--- src/rtl/mha_pkg.sv ---
package mha_pkg;

	// Default count of angle steps; the cell chain is this plus a fixed margin
	localparam int MHA_ANGLE_STEPS = 16;
	localparam int CELL_MARGIN     = 8;

	// Magnitude of a 16-bit sample, which reaches 32768
	localparam int MAG_W = 17;

	// Angle word: centidegrees with ZF fraction bits, signed
	localparam int ZF    = 20;
	localparam int Z_W   = 1 + 13 + ZF;
	localparam int PHI_W = 13 + ZF;
	localparam int A_W   = 16 + ZF;
	localparam int CD_W  = 16;

	// Fixed angles in centidegrees, scaled by 2^ZF
	localparam logic [A_W-1:0] C_045  = A_W'(64'd4500 << ZF);
	localparam logic [A_W-1:0] C_090  = A_W'(64'd9000 << ZF);
	localparam logic [A_W-1:0] C_180  = A_W'(64'd18000 << ZF);
	localparam logic [A_W-1:0] C_360  = A_W'(64'd36000 << ZF);
	localparam logic [A_W-1:0] C_HALF = A_W'(64'd1 << (ZF - 1));

	localparam logic [CD_W-1:0] C_FULL_CD = CD_W'(36000);

	// Centidegrees per radian
	localparam real CD_PER_RAD = 18000.0 / 3.14159265358979323846;

	// Octant and quadrant of the sample, carried beside the datapath
	typedef struct packed {
		logic zero;
		logic swap;
		logic neg_x;
		logic neg_y;
	} fold_t;

	// atan(2^-i) in centidegrees, scaled by 2^ZF, rounded
	function automatic logic signed [Z_W-1:0] step_angle(input int i);
		real r;
		longint v;
		r = $atan(2.0 ** (-i)) * CD_PER_RAD;
		r = r * (2.0 ** ZF);
		v = longint'(r);
		return Z_W'(v);
	endfunction

endpackage

--- src/rtl/mha_unfold.sv ---
module mha_unfold
	import mha_pkg::*;
(
	input  logic                  clk,
	input  logic                  arst_n,
	input  logic                  en,
	input  logic                  valid_i,
	input  fold_t                 fold_i,
	input  logic signed [Z_W-1:0] z_i,
	output logic                  valid_o,
	output logic [CD_W-1:0]       cd_o
);

	logic [PHI_W-1:0] phi;
	logic [A_W-1:0]   oct_a, quad_a, rnd_sum;
	logic [CD_W-1:0]  rnd, wrapped;
	logic             over;

	logic             valid_s1, valid_s2, valid_s3;
	fold_t            fold_s1, fold_s2;
	logic [A_W-1:0]   oct_s1, quad_s2;
	logic [CD_W-1:0]  cd_s3;

	// Clamp to 0..45 degrees and undo the octant swap
	always_comb begin
		over = !z_i[Z_W-1] && (z_i > $signed(Z_W'(C_045)));
		if (z_i[Z_W-1]) begin
			phi = PHI_W'(0);
		end else if (over) begin
			phi = PHI_W'(C_045);
		end else begin
			phi = z_i[PHI_W-1:0];
		end
		oct_a = fold_i.swap ? (C_090 - A_W'(phi)) : A_W'(phi);
	end

	// Place the angle in its quadrant
	always_comb begin
		if (!fold_s1.neg_x && !fold_s1.neg_y) begin
			quad_a = oct_s1;
		end else if (fold_s1.neg_x && !fold_s1.neg_y) begin
			quad_a = C_180 - oct_s1;
		end else if (fold_s1.neg_x) begin
			quad_a = C_180 + oct_s1;
		end else begin
			quad_a = C_360 - oct_s1;
		end
	end

	// Round to a centidegree, wrap a full turn to zero and give 0 for a zero sample
	always_comb begin
		rnd_sum = quad_s2 + C_HALF;
		rnd     = rnd_sum[A_W-1:ZF];
		wrapped = (rnd >= C_FULL_CD) ? (rnd - C_FULL_CD) : rnd;
		if (fold_s2.zero) begin
			wrapped = CD_W'(0);
		end
	end

	always_ff @(posedge clk or negedge arst_n) begin
		if (!arst_n) begin
			valid_s1 <= 1'b0;
			valid_s2 <= 1'b0;
			valid_s3 <= 1'b0;
		end else if (en) begin
			valid_s1 <= valid_i;
			valid_s2 <= valid_s1;
			valid_s3 <= valid_s2;
		end
	end

	always_ff @(posedge clk) begin
		if (en) begin
			fold_s1 <= fold_i;
			oct_s1  <= oct_a;
			fold_s2 <= fold_s1;
			quad_s2 <= quad_a;
			cd_s3   <= wrapped;
		end
	end

	assign valid_o = valid_s3;
	assign cd_o    = cd_s3;

endmodule

--- config.mk ---
export PLATFORM = sky130hd
export DESIGN_NAME = mha_unfold
export DESIGN_NICKNAME = d
export VERILOG_FILES = /design/src/rtl/mha_pkg.sv /design/src/rtl/mha_unfold.sv
export SDC_FILE = /design/constraint.sdc
export NUM_CORES = 1
export LEC_CHECK = 0
export BUFFER_PORTS_ARGS = -buffer_cell sky130_fd_sc_hd__buf_4
export CORE_ASPECT_RATIO = 0.7
export CORE_MARGIN = 1
export CORE_UTILIZATION = 51
export DETAILED_ROUTE_END_ITERATION = 16
export GPL_TIMING_DRIVEN = 0
export PLACE_DENSITY = 0.71
export SETUP_SLACK_MARGIN = 0.3
export SYNTH_ARGS = -nofsm -noshare
export SYNTH_HDL_FRONTEND = slang
export SYNTH_SLANG_ARGS = --single-unit
--- constraint.sdc ---
create_clock -name clk -period 4.5 [get_ports clk]
set_input_delay 0.225 -clock clk [delete_from_list [all_inputs] [get_ports clk]]
set_output_delay 0.225 -clock clk [all_outputs]
set_load 0.05 [all_outputs]
Word level (Yosys, flattened, before mapping)
Cells that the tools add are included.
{"block": "classes", "n_reduce_logical": 6, "n_lt_le_gt_ge": 2, "n_addsub": 6, "n_mux": 7}
{"op": "$mux 36", "n": 3}
{"op": "$mux 33", "n": 3}
{"op": "$add 35x36->36 const A", "n": 1}
{"op": "$add 36x20->36 const B", "n": 1}
{"op": "$sub 35x36->36 const A", "n": 1}
{"op": "$sub 36x36->36 const A", "n": 1}
{"op": "$sub 34x33->35 const A", "n": 1}
{"op": "$gt 34x34->1 const B", "n": 1}
{"op": "$ge 16x16->1 const B", "n": 1}
{"op": "$mux 16", "n": 1}
{"op": "$sub 16x16->16 const B", "n": 1}
{"op": "$logic_and 1x1->1", "n": 3}
{"op": "$logic_not 1->1", "n": 3}
{"block": "word_totals", "output_inout_bits": 17, "regBits": 94}

Depth between registers and ports, before layout
Gate-level depths: netlist of run 1.
{"block": "logic_depth", "depth_word": 6, "mapped_depth": 12, "ltp_nobuf": 10}

Worst setup path before layout of run 1
OpenSTA, ideal clock, no wires.
{"block": "synth_timing", "path_kind": "input to register", "from": "in z_i[0]", "to": "reg oct_s1[30], data pin", "path_slack_ps": 1345, "cell_stages": 12, "t_arrival_ps": 3009, "required_time_ps": 4354, "path_buffers": 2, "path_cell_list": "or4_1 buf_6 nor4_1 nand4_1 o21ai_0 clkbuf_1 nand2_1 ha_1 nand4_1 nor2_1 or4_1 a21oi_1"}
{"block": "synth_via", "elab_chain_cells": 6}
{"item": "from (decl)", "line_no": "mha_unfold.sv:9", "rtl": "input logic signed [Z_W-1:0] z_i,"}
{"item": "$gt 34x34->1", "line_no": "mha_unfold.sv:26", "rtl": "over = !z_i[Z_W-1] && (z_i > $signed(Z_W'(C_045)));"}
{"item": "$logic_and 1x1->1", "line_no": "mha_unfold.sv:26"}
{"item": "$mux 33 *", "line_no": "mha_unfold.sv:29", "rtl": "end else if (over) begin"}
{"item": "$mux 33 *", "line_no": "mha_unfold.sv:27", "rtl": "if (z_i[Z_W-1]) begin"}
{"item": "$sub 34x33->35", "line_no": "mha_unfold.sv:34", "rtl": "oct_a = fold_i.swap ? (C_090 - A_W'(phi)) : A_W'(phi);"}
{"item": "$mux 33 *", "line_no": "mha_unfold.sv:34"}
{"item": "via oct_a[30]", "line_no": "mha_unfold.sv:15", "rtl": "logic [A_W-1:0] oct_a, quad_a, rnd_sum;"}
{"item": "to (signal assigned)", "line_no": "mha_unfold.sv:75", "rtl": "oct_s1 <= oct_a;"}
{"item": "to (decl)", "line_no": "mha_unfold.sv:21", "rtl": "logic [A_W-1:0] oct_s1, quad_s2;"}
The timed path passes the listed nets; every way through them passes the cells marked *.
A chain may end at the register's enable or synchronous reset.

Worst setup path after layout of run 1
{"block": "layout_timing", "from": "in z_i[4]", "to": "reg oct_s1[30], data pin"}
The elaborated chain is that of the path after synthesis.

==> run_results.csv, run 1 <==
group,metric,value,unit
clock_network,clock_latency,0.34,ns
synthesis,synth_seq_cells,74,
synthesis,async_reset_ff_share,4.054,%
grt,grtUsageTotal,26.05,%
clock_network,clock-sinks,74,
power_and_ir_drop,p_total,2.185,mW
grt,grt_max_degree,75,
clock_network,h-tree-depth,3,
synthesis,synth_mux_area_share,1.432,%
sta,fin_crit_sh,86.67,%
grt,overflow,0,
power_and_ir_drop,power.density,360.3,mW/mm^2
die,die_h,86.11,um
placed_design,place_congestion,0.9640,
finish,final_layout_size_suffix_gt1_share,17.65,%
drt,dr.pass1.iters,5,
sta,setup_viol,0,
finish,instances_no_fill,740,
clock_network,cts_root_buf,"clkbuf_16",
synthesis,synth_compound_area_share,20.03,%
synthesis,synthTopCellsByArea,"edfxtp_1 (41%), xor2_1 (4.6%), nor2_1 (4.0%), xnor2_1 (3.4%), nand2_1 (3.4%)",
synthesis,synthSimpleGateAreaFrac,21.80,%
synthesis,syn_area,0.005154,mm^2
synthesis,synth_top_area_share,41.37,%
sta,tightest_slew,0.8862,ns
finish,fin_nets,656,
die,core,0.009759,mm^2
power_and_ir_drop,peakVddDrop,215.6,uV
clock_network,cts_tree,"built",
sta,fin_worst_skew,0.009099,ns
drt,wire_per_inst,17.35,um
grt,grtUsageMet2,37.44,%
synthesis,synth_ff_type,"edfxtp_1",
finish,syn2layout_area_growth,17.67,%
sta,fin_tns_setup,0,ns
grt,grt_pass1_wl,21130,um
synthesis,synth_xor_area_share,7.987,%
setup_path,crit_path_end_kind,"flop",
drt,drc,0,
drt,ant_nets,0,
clock_network,clockBufferDepth,2,
drt,vias,4577,
grt,first_global_vias,4121,
grt,grt_util_met1,38.53,%
setup_path,arrival,4.09,ns
finish,antenna_cells,0,
setup_path,required,4.69,ns
drt,wirelength,12840,um
synthesis,synth-edff-count,71,
clock_network,cts_made_buffers,9,
finish,fin_area,0.006065,mm^2
placed_design,dpl.hpwl,9729,um
synthesis,synth_fa_ha_area_share,1.699,%
worst_hold_path,hp-class,"in2reg",
grt,antenna_found_initial,0,
sta,slew_headroom,40.29,%
synthesis,ys_warn_count,0,
synthesis,synth_top_area_cell,"edfxtp_1",
die,start_util,52.81,%
setup_path,startpoint_type,"input port",
die,fp-row-count,30,
sta,slew_violations,0,
setup_path,critPathMaxFanout,10,
drt,dr.first_iter.drc_count,392,
grt,use_met3,6.582,%
synthesis,synth_cell_types,68,
placed_design,io_buffers,55,
die,die-area,0.01052,mm^2
synthesis,synth_top_family_by_area,"simple AND/OR/NAND/NOR gates",
clock_network,post_cts_buffers,0,
synthesis,synth_nets,589,
clock_network,path_clk_slew,0.06,ns
sta,fmax,256.4,MHz
synthesis,synth-seq-area-share,42.83,%
drt,avgViaCountPerCell,6.185,
sta,rsz0062_at_grt,"no",
die,ioPinCount,59,
sta,finalHoldViolCount,0,
grt,grt_busiest_layer,"met1",
power_and_ir_drop,leakage,2.159,nW
die,die_w,122.2,um
flow_run,cap_violations,0,
setup_path,worstSetupPathType,"in2reg",
placed_design,place_area,0.005727,mm^2
placed_design,place_inst,723,
sta,min_period,3.900,ns
synthesis,post_synth.cell_area_avg,9.544,um^2
synthesis,syn_inst,540,
outcome,status,"finished, final reports clean",
-- cells in the mapped netlist, types with 11 or more instances --
cell and instances:
nand2_1 46, clkbuf_1 19, xnor2_1 20, a21oi_1 26, inv_1 11, xor2_1 27, nand3_1 15, edfxtp_1 71
nor3_1 27, o21ai_0 32, nor2_1 55
-- stage by stage --
stage | util, % | hold slack (ns) | setup slack [ns]
2_1_floorplan | - | -0.07059 | 1.345
3_3_place_gp | 58.68 | 0.01630 | 0.2069
3_5_place_dp | 58.68 | 0.01936 | 0.2711
4_1_cts | 62.13 | 0.05402 | 0.5931
5_1_grt | 62.14 | 0.05077 | 0.5054
6_report | 62.14 | 0.06129 | 0.5997
-- placed cells by master (no fill, tap or decap), types with 9 or more instances in the layout --
cell / instances
nor2_1: 55
buf_4: 55
o21ai_0: 32
clkbuf_1: 18
xnor2_1: 20
nor3_1: 27
edfxtp_1: 71
or3_1: 10
inv_1: 11
nor4_1: 10
clkbuf_16: 9
o31ai_1: 10
a21oi_1: 26
nand3_1: 15
nand2_1: 46
xor2_1: 27
-- sequential cells by signal, summed over array words and instances (netlist names) --
| register | cells |
|---|---|
| cd_o | 16 |
| quad_s2 | 17 |
| valid_s1 | 1 |
| valid_o | 1 |
| oct_s1 | 34 |
| fold_s2 | 1 |
| valid_s2 | 1 |
| fold_s1 | 3 |
-- critical path: stages --
cell      delay [ns]
buf_4           0.14
or4_4           0.56
nor3_1          0.48
nand4_1         0.30
o21ai_0         0.42
clkbuf_2        0.42
nand2_1         0.19
ha_1            0.36
nand4_1         0.23
nor2_1          0.13
or4_1           0.48
a21oi_1         0.16
-- worst paths after layout --
path / start / end / slack (ns) / depth (start not counted)
worst min-delay path: fold_i[0] / fold_s1[0] / 0.06 / 1
min in group asynchronous: arst_n / valid_s1 / 0.21 / 2
worst max register to register: oct_s1[21] / quad_s2[32] / 1.51 / 7
max in group asynchronous: arst_n / valid_s2 / 4.19 / 2
worst min register to register: fold_s1[3] / fold_s2[3] / 0.44 / 0
worst max-delay path: z_i[4] / oct_s1[30] / 0.60 / 12
-- power by group --
group	switching, mW	internal (mW)
registers	0.0481	0.854
clock network	0.284	0.491
logic	0.318	0.190
-- final cells by class --
type | instances | area (um^2)
fill | 834 | 3695
multi-input combinational | 426 | 2729
sequential | 74 | 2207
timing repair buffer | 56 | 422.9
clock buffer | 9 | 225.2
buffer | 29 | 177.7
tap | 128 | 160.2
clock inverter | 7 | 101.3
inverter | 11 | 41.29
-- per-layer routing --
layer / up-vias / wire length [um]
met4: 0 / 190
met2: 201 / 5239
met5: - / 0
li1: 2204 / -
met3: 21 / 1099
met1: 2151 / 6307
-- cell families after synthesis --
group	Yosys count
buffers and inverters	40
and+or+nand+nor	218
xor gates and xnor gates	47
muxes	7
DFF	74
adders and majority gates	7
AOI/OAI and AO/OA	147
-- repair_timing --
| action | in CTS | in global routing |
|---|---|---|
| endpoints found under the setup margin | 0 | 1 |
| resized for setup | 0 | 2 |
| endpoints found under the hold margin | 3 | 0 |
| hold buffers | 1 | 0 |
(Power assumes the default switching activity.)
==> inputs of run 2 (changes only) <==
Settings changed: CORE_UTILIZATION 51 to 60, MAX_ROUTING_LAYER set to met4, PLACE_DENSITY 0.71 to 0.82.
==> run 2 against run 1 <==
Against the previous run:
- power increased by 2.4%
- first-iteration DRC count increased by 26%
- non-clock buffer count is the same
- register-to-register slack worse by 0.17 ns
- sequential power rose by 0.6%
- flip-flop and latch count stayed put
- clock skew about the same
- sequential share of layout area rose by 0.14 points
- hold slack gained 0.0030 ns
- die area decreased by 15%
- utilization up 13 points
- worst setup slack gained 0.033 ns
- largest cell class unchanged
==> run_results.csv, run 2 (synthesis results as in run 1) <==
group,metric,value,unit
power_and_ir_drop,power.density,370.3,mW/mm^2
drt,dr.first_iter.drc_count,493,
finish,final_cell_mix,"edfxtp_1 (71), nor2_1 (55), buf_4 (55), nand2_1 (46), o21ai_0 (32)",
die,fp-row-count,27,
setup_path,r2r_setup_slack,1.34,ns
grt,grtUsageTotal,32.62,%
worst_hold_path,whs_path_depth,1,
sta,slew_headroom,33.35,%
clock_network,holdBufCountCts,1,
setup_path,required,4.69,ns
grt,use_met3,8.580,%
setup_path,critPathMaxFanout,10,
grt,grt_util_met1,44.14,%
sta,whs,0.06425,ns
worst_hold_path,hp-class,"in2reg",
grt,overflow,0,
worst_hold_path,hold_end,"fold_s1[3]",
clock_network,cts_resized,0,
finish,largest_reg_flops,34,
setup_path,reg2reg_depth,7,
setup_path,cp_common_cell,"nand4_1",
setup_path,arrival,4.05,ns
clock_network,clockBufferDepth,2,
grt,grt_pass1_wl,21880,um
setup_path,worstSetupPathType,"in2reg",
finish,antenna_cells,0,
sta,finalWorstSetupSlack,0.6329,ns
drt,ant_nets,0,
clock_network,post_cts_buffers,0,
die,ioPinCount,59,
flow_run,cap_violations,0,
finish,syn2layout_area_growth,17.24,%
placed_design,place_ws,0.4379,ns
drt,wirelength,13690,um
finish,final_layout_size_suffix_gt1_share,17.51,%
drt,wire_per_inst,19.23,um
clock_network,clock_latency,0.34,ns
die,start_util,63.83,%
grt,grt_busiest_layer,"met2",
sta,fin_tns_setup,0,ns
setup_path,crit_path_max_incr_delay,0.55,ns
clock_network,clock-sinks,74,
setup_path,r2r_start,"oct_s1[21]",
grt,grt_max_degree,75,
grt,grtUsageMet2,49.57,%
setup_path,cpMaxStageDelayCell,"or4_4",
grt,antenna_found_initial,0,
sta,fin_worst_skew,0.009275,ns
die,die-area,0.008970,mm^2
die,die_w,112.8,um
placed_design,place_congestion,0.9909,
setup_path,r2r_end,"quad_s2[30]",
clock_network,cts_tree,"built",
sta,setup_viol,0,
placed_design,io_buffers,55,
finish,instances_no_fill,712,
finish,fin_nets,656,
power_and_ir_drop,peakVddDrop,300.8,uV
sta,slew_violations,0,
sta,fin_crit_sh,85.94,%
setup_path,crit_path_end_kind,"flop",
sta,rsz0062_at_grt,"no",
drt,dr.pass1.iters,5,
setup_path,crit_chain,"buf_4 -> or4_4 -> nor3_1 -> nand4_1 -> o21ai_0 -> clkbuf_1 -> nand2_1 -> ha_1 -> nand4_1 -> nor2_1 -> or4_1 -> a21oi_1",
finish,regMostFlops,"oct_s1",
sta,min_period,3.867,ns
sta,tightest_slew,0.9892,ns
clock_network,path_clk_slew,0.06,ns
die,core,0.008074,mm^2
drt,vias,4764,
setup_path,startpoint_type,"input port",
clock_network,h-tree-depth,3,
placed_design,dpl.hpwl,9952,um
finish,layout_commonest_cell,"edfxtp_1",
grt,first_global_vias,4370,
sta,finalHoldViolCount,0,
finish,fill_cells,562,
placed_design,place_inst,696,
power_and_ir_drop,leakage,2.154,nW
drt,drc,0,
clock_network,cts_made_buffers,9,
outcome,status,"finished, final reports clean",
die,die_h,79.54,um
sta,fmax,258.6,MHz
drt,avgViaCountPerCell,6.691,
clock_network,cts_root_buf,"clkbuf_16",
worst_hold_path,min-delay-start,"fold_i[3]",
-- run 2: cell count changes in the layout (fill, tap and decap cells not counted), sizes merged --
cell      change
bufinv        +1
clkinv        -3
clkinvlp      +2
inv           -1
-- run 2: worst max path at each step --
| stage | start | to | slack (ns) | cells past startpoint |
|---|---|---|---|---|
| 6_report | z_i[4] | oct_s1[30] | 0.63 | 12 |
| 5_1_grt | z_i[4] | oct_s1[30] | 0.43 | 12 |
| 4_1_cts | z_i[4] | oct_s1[30] | 0.76 | 12 |
| 3_5_place_dp | z_i[4] | oct_s1[30] | 0.44 | 12 |
| 3_3_place_gp | z_i[4] | oct_s1[30] | 0.45 | 12 |
| 2_1_floorplan | z_i[0] | oct_s1[30] | 1.35 | 12 |
-- run 2: worst max-delay path: cells and delay by family --
kind / cells / cell delay [ns]
AOI/OAI and AO/OA: 2 / 0.62
buffers and inverters: 2 / 0.64
and+or+nand+nor: 7 / 2.25
adders and majority gates: 1 / 0.33
-- run 2: cell type report --
type | count | area [um^2] | area share [%]
repair buffers | 56 | 422.9 | 6.999
flip-flops and latches | 74 | 2207 | 36.53
inverters | 11 | 41.29 | 0.6834
multi-input cells | 426 | 2729 | 45.16
well taps | 101 | 126.4 | 2.092
plain buffers | 29 | 176.4 | 2.920
clock buffers | 9 | 225.2 | 3.727
clock inverters | 6 | 113.9 | 1.884
-- run 2: through the flow --
step                power (mW)  utilization [%]  instance area, um^2
floorplan                1.249                -                 5154
global placement         1.395            70.51                 5693
detailed placement       1.417            70.51                 5693
CTS                      2.228            74.83                 6042
global route             2.310            74.83                 6042
finish                   2.237            74.83                 6042
-- run 2: where the power goes --
group / total, mW / leakage, nW / switching (mW) / internal, mW
clock network: 0.813 / 0.158 / 0.273 / 0.540
logic: 0.517 / 1.26 / 0.327 / 0.190
registers: 0.907 / 0.732 / 0.0527 / 0.854
total: 2.24 / 2.15 / 0.653 / 1.58
-- run 2: metal layers --
metal,vias up,wire length [um]
met5,-,0
met2,262,6094
li1,2197,-
met1,2293,6104
met3,12,1371
met4,0,119
==> inputs of run 3 (changes only) <==
--- a/config.mk
+++ b/config.mk
@@ -10,3 +10,3 @@
 export CORE_MARGIN = 1
-export CORE_UTILIZATION = 60
+export CORE_UTILIZATION = 59
 export DETAILED_ROUTE_END_ITERATION = 16
@@ -14,3 +14,3 @@
 export MAX_ROUTING_LAYER = met4
-export PLACE_DENSITY = 0.82
+export PLACE_DENSITY = 0.91
 export SETUP_SLACK_MARGIN = 0.3
==> constraint.sdc (replaced) <==
create_clock -name clk -period 4.3 [get_ports clk]
set_input_delay 0.215 -clock clk [delete_from_list [all_inputs] [get_ports clk]]
set_output_delay 0.215 -clock clk [all_outputs]
set_load 0.005 [all_outputs]
==> run 3 against run 2 <==
Against the previous run:
- utilization is 3.6 points lower
- routed wire length down 4.7%
- sequential power is 4.2% higher
- cell area fell by 0.10%
- register-to-register slack got worse by 0.08 ns
- non-clock buffer count stayed put
- critical path type unchanged
- critical endpoint is now oct_s1[8]
==> run_results.csv, run 3 (synthesis results as in run 1) <==
group,metric,value,unit
sta,slew_violations,0,
die,die-area,0.009119,mm^2
clock_network,clock_latency,0.34,ns
flow_run,cap_violations,0,
die,start_util,60.79,%
setup_path,crit_chain,"buf_4 -> or4_1 -> buf_6 -> nor4_1 -> nand4_1 -> o21ai_1 -> clkbuf_2 -> nand2_1 -> ha_1 -> nor2_1 -> nor2_1 -> a311oi_1",
die,fp-row-count,28,
clock_network,path_clk_slew,0.06,ns
grt,grtUsageTotal,30.88,%
sta,tightest_slew,0.8987,ns
grt,first_global_vias,4331,
finish,final_layout_size_suffix_gt1_share,17.81,%
sta,rsz0062_at_grt,"no",
setup_path,crit_path_max_incr_delay,0.54,ns
power_and_ir_drop,p_total,2.201,mW
grt,grt_pass1_wl,21000,um
finish,final_cell_mix,"edfxtp_1 (71), nor2_1 (55), buf_4 (55), nand2_1 (46), o21ai_0 (31)",
finish,fin_nets,656,
setup_path,critPathMaxFanout,10,
drt,dr.pass1.iters,5,
die,ioPinCount,59,
sta,fmax,265.6,MHz
clock_network,cts_made_buffers,9,
setup_path,startpoint_type,"input port",
setup_path,critical_path_buf_inv_count,3,
clock_network,clock-sinks,74,
placed_design,place_congestion,1.009,
finish,fill_cells,619,
placed_design,place_area,0.005717,mm^2
sta,min_period,3.765,ns
clock_network,h-tree-depth,3,
die,die_h,80.20,um
clock_network,cts_tree,"built",
drt,ant_nets,0,
sta,finalWorstSetupSlack,0.5352,ns
setup_path,critPathTopFamily,"simple AND/OR/NAND/NOR gates",
sta,finalHoldViolCount,0,
drt,dr.first_iter.drc_count,579,
sta,slew_headroom,40.09,%
die,die_w,113.7,um
drt,drc,0,
grt,antenna_found_initial,0,
sta,setup_viol,0,
finish,syn2layout_area_growth,17.12,%
setup_path,worstSetupPathType,"in2reg",
clock_network,cts_root_buf,"clkbuf_16",
finish,layout_commonest_cell,"edfxtp_1",
outcome,status,"finished, final reports clean",
placed_design,dpl.hpwl,9352,um
sta,fin_crit_sh,87.55,%
finish,regMostFlops,"oct_s1",
drt,vias,4677,
setup_path,cpMaxStageDelayCell,"or4_1",
sta,fin_tns_setup,0,ns
power_and_ir_drop,peakVddDrop,233.9,uV
finish,antenna_cells,0,
drt,wirelength,13050,um
setup_path,arrival,3.88,ns
placed_design,io_buffers,55,
clock_network,clockBufferDepth,2,
sta,fin_worst_skew,0.006449,ns
drt,wire_per_inst,17.83,um
die,core,0.008478,mm^2
finish,largest_reg_flops,34,
grt,overflow,0,
finish,fin_area,0.006036,mm^2
placed_design,place_ws,0.1465,ns
setup_path,required,4.42,ns
worst_hold_path,hp-class,"in2reg",
setup_path,cp_common_cell,"nor2_1",
grt,grt_max_degree,75,
drt,avgViaCountPerCell,6.389,
setup_path,crit_path_end_kind,"flop",
clock_network,post_cts_buffers,0,
power_and_ir_drop,power.density,364.7,mW/mm^2
power_and_ir_drop,leakage,2.144,nW
## run 3: changes by cell type in the layout (fill, tap and decap cells not counted)
cell	change
bufinv_16	-2
clkbuf_1	-1
clkbuf_2	+1
inv_6	+2
inv_8	+1
o21ai_0	-1
o21ai_1	+1
## run 3: where the power goes
part	internal [mW]	switching (mW)	leakage, nW	total (mW)
Sequential	0.894	0.0511	0.732	0.945
Combinational	0.197	0.279	1.27	0.476
Clock	0.459	0.321	0.145	0.780
## run 3: per-stage QoR
stage / std cells / util [%] / hold WS (ns)
2_1_floorplan: 540 / - / -0.08059
3_3_place_gp: 715 / 67.43 / 0.003114
3_5_place_dp: 715 / 67.43 / 0.004811
4_1_cts: 732 / 71.18 / 0.03652
5_1_grt: 732 / 71.19 / 0.03679
6_report: 732 / 71.19 / 0.04630
## run 3: layer usage
metal / vias to the layer above / global-route usage, % / part of all wire [%]
met5: - / - / 0
met4: 0 / 11.84 / 2.2
met3: 29 / 6.717 / 9.6
met2: 273 / 46.71 / 44
met1: 2180 / 40.83 / 44
li1: 2195 / - / -
## run 3: cell type report
cell class              instances  area [um^2]  area share, %
clock inverters                 7        82.58          1.368
multi-input cells             426         2729          45.21
well taps                     120        150.1          2.488
repair buffers                 56        422.9          7.007
inverters                      11        41.29         0.6841
clock buffers                   9        225.2          3.731
plain buffers                  29        177.7          2.944
flip-flops and latches         74         2207          36.57
## run 3: worst paths after layout
kind	start	end	slack, ns	cells past startpoint
max reg2reg	quad_s2[25]	cd_o[11]	1.26	9
min in group asynchronous	arst_n	valid_o	0.20	2
min	fold_i[1]	fold_s1[1]	0.05	1
max in group asynchronous	arst_n	valid_s1	4.01	2
min reg2reg	fold_s1[3]	fold_s2[3]	0.43	0
max	z_i[0]	oct_s1[8]	0.54	12
## run 3: what timing repair did
action,CTS,global route
hold buffers,1,0
endpoints found under the hold margin,3,0
setup endpoints to repair,0,6
resized for setup,0,3
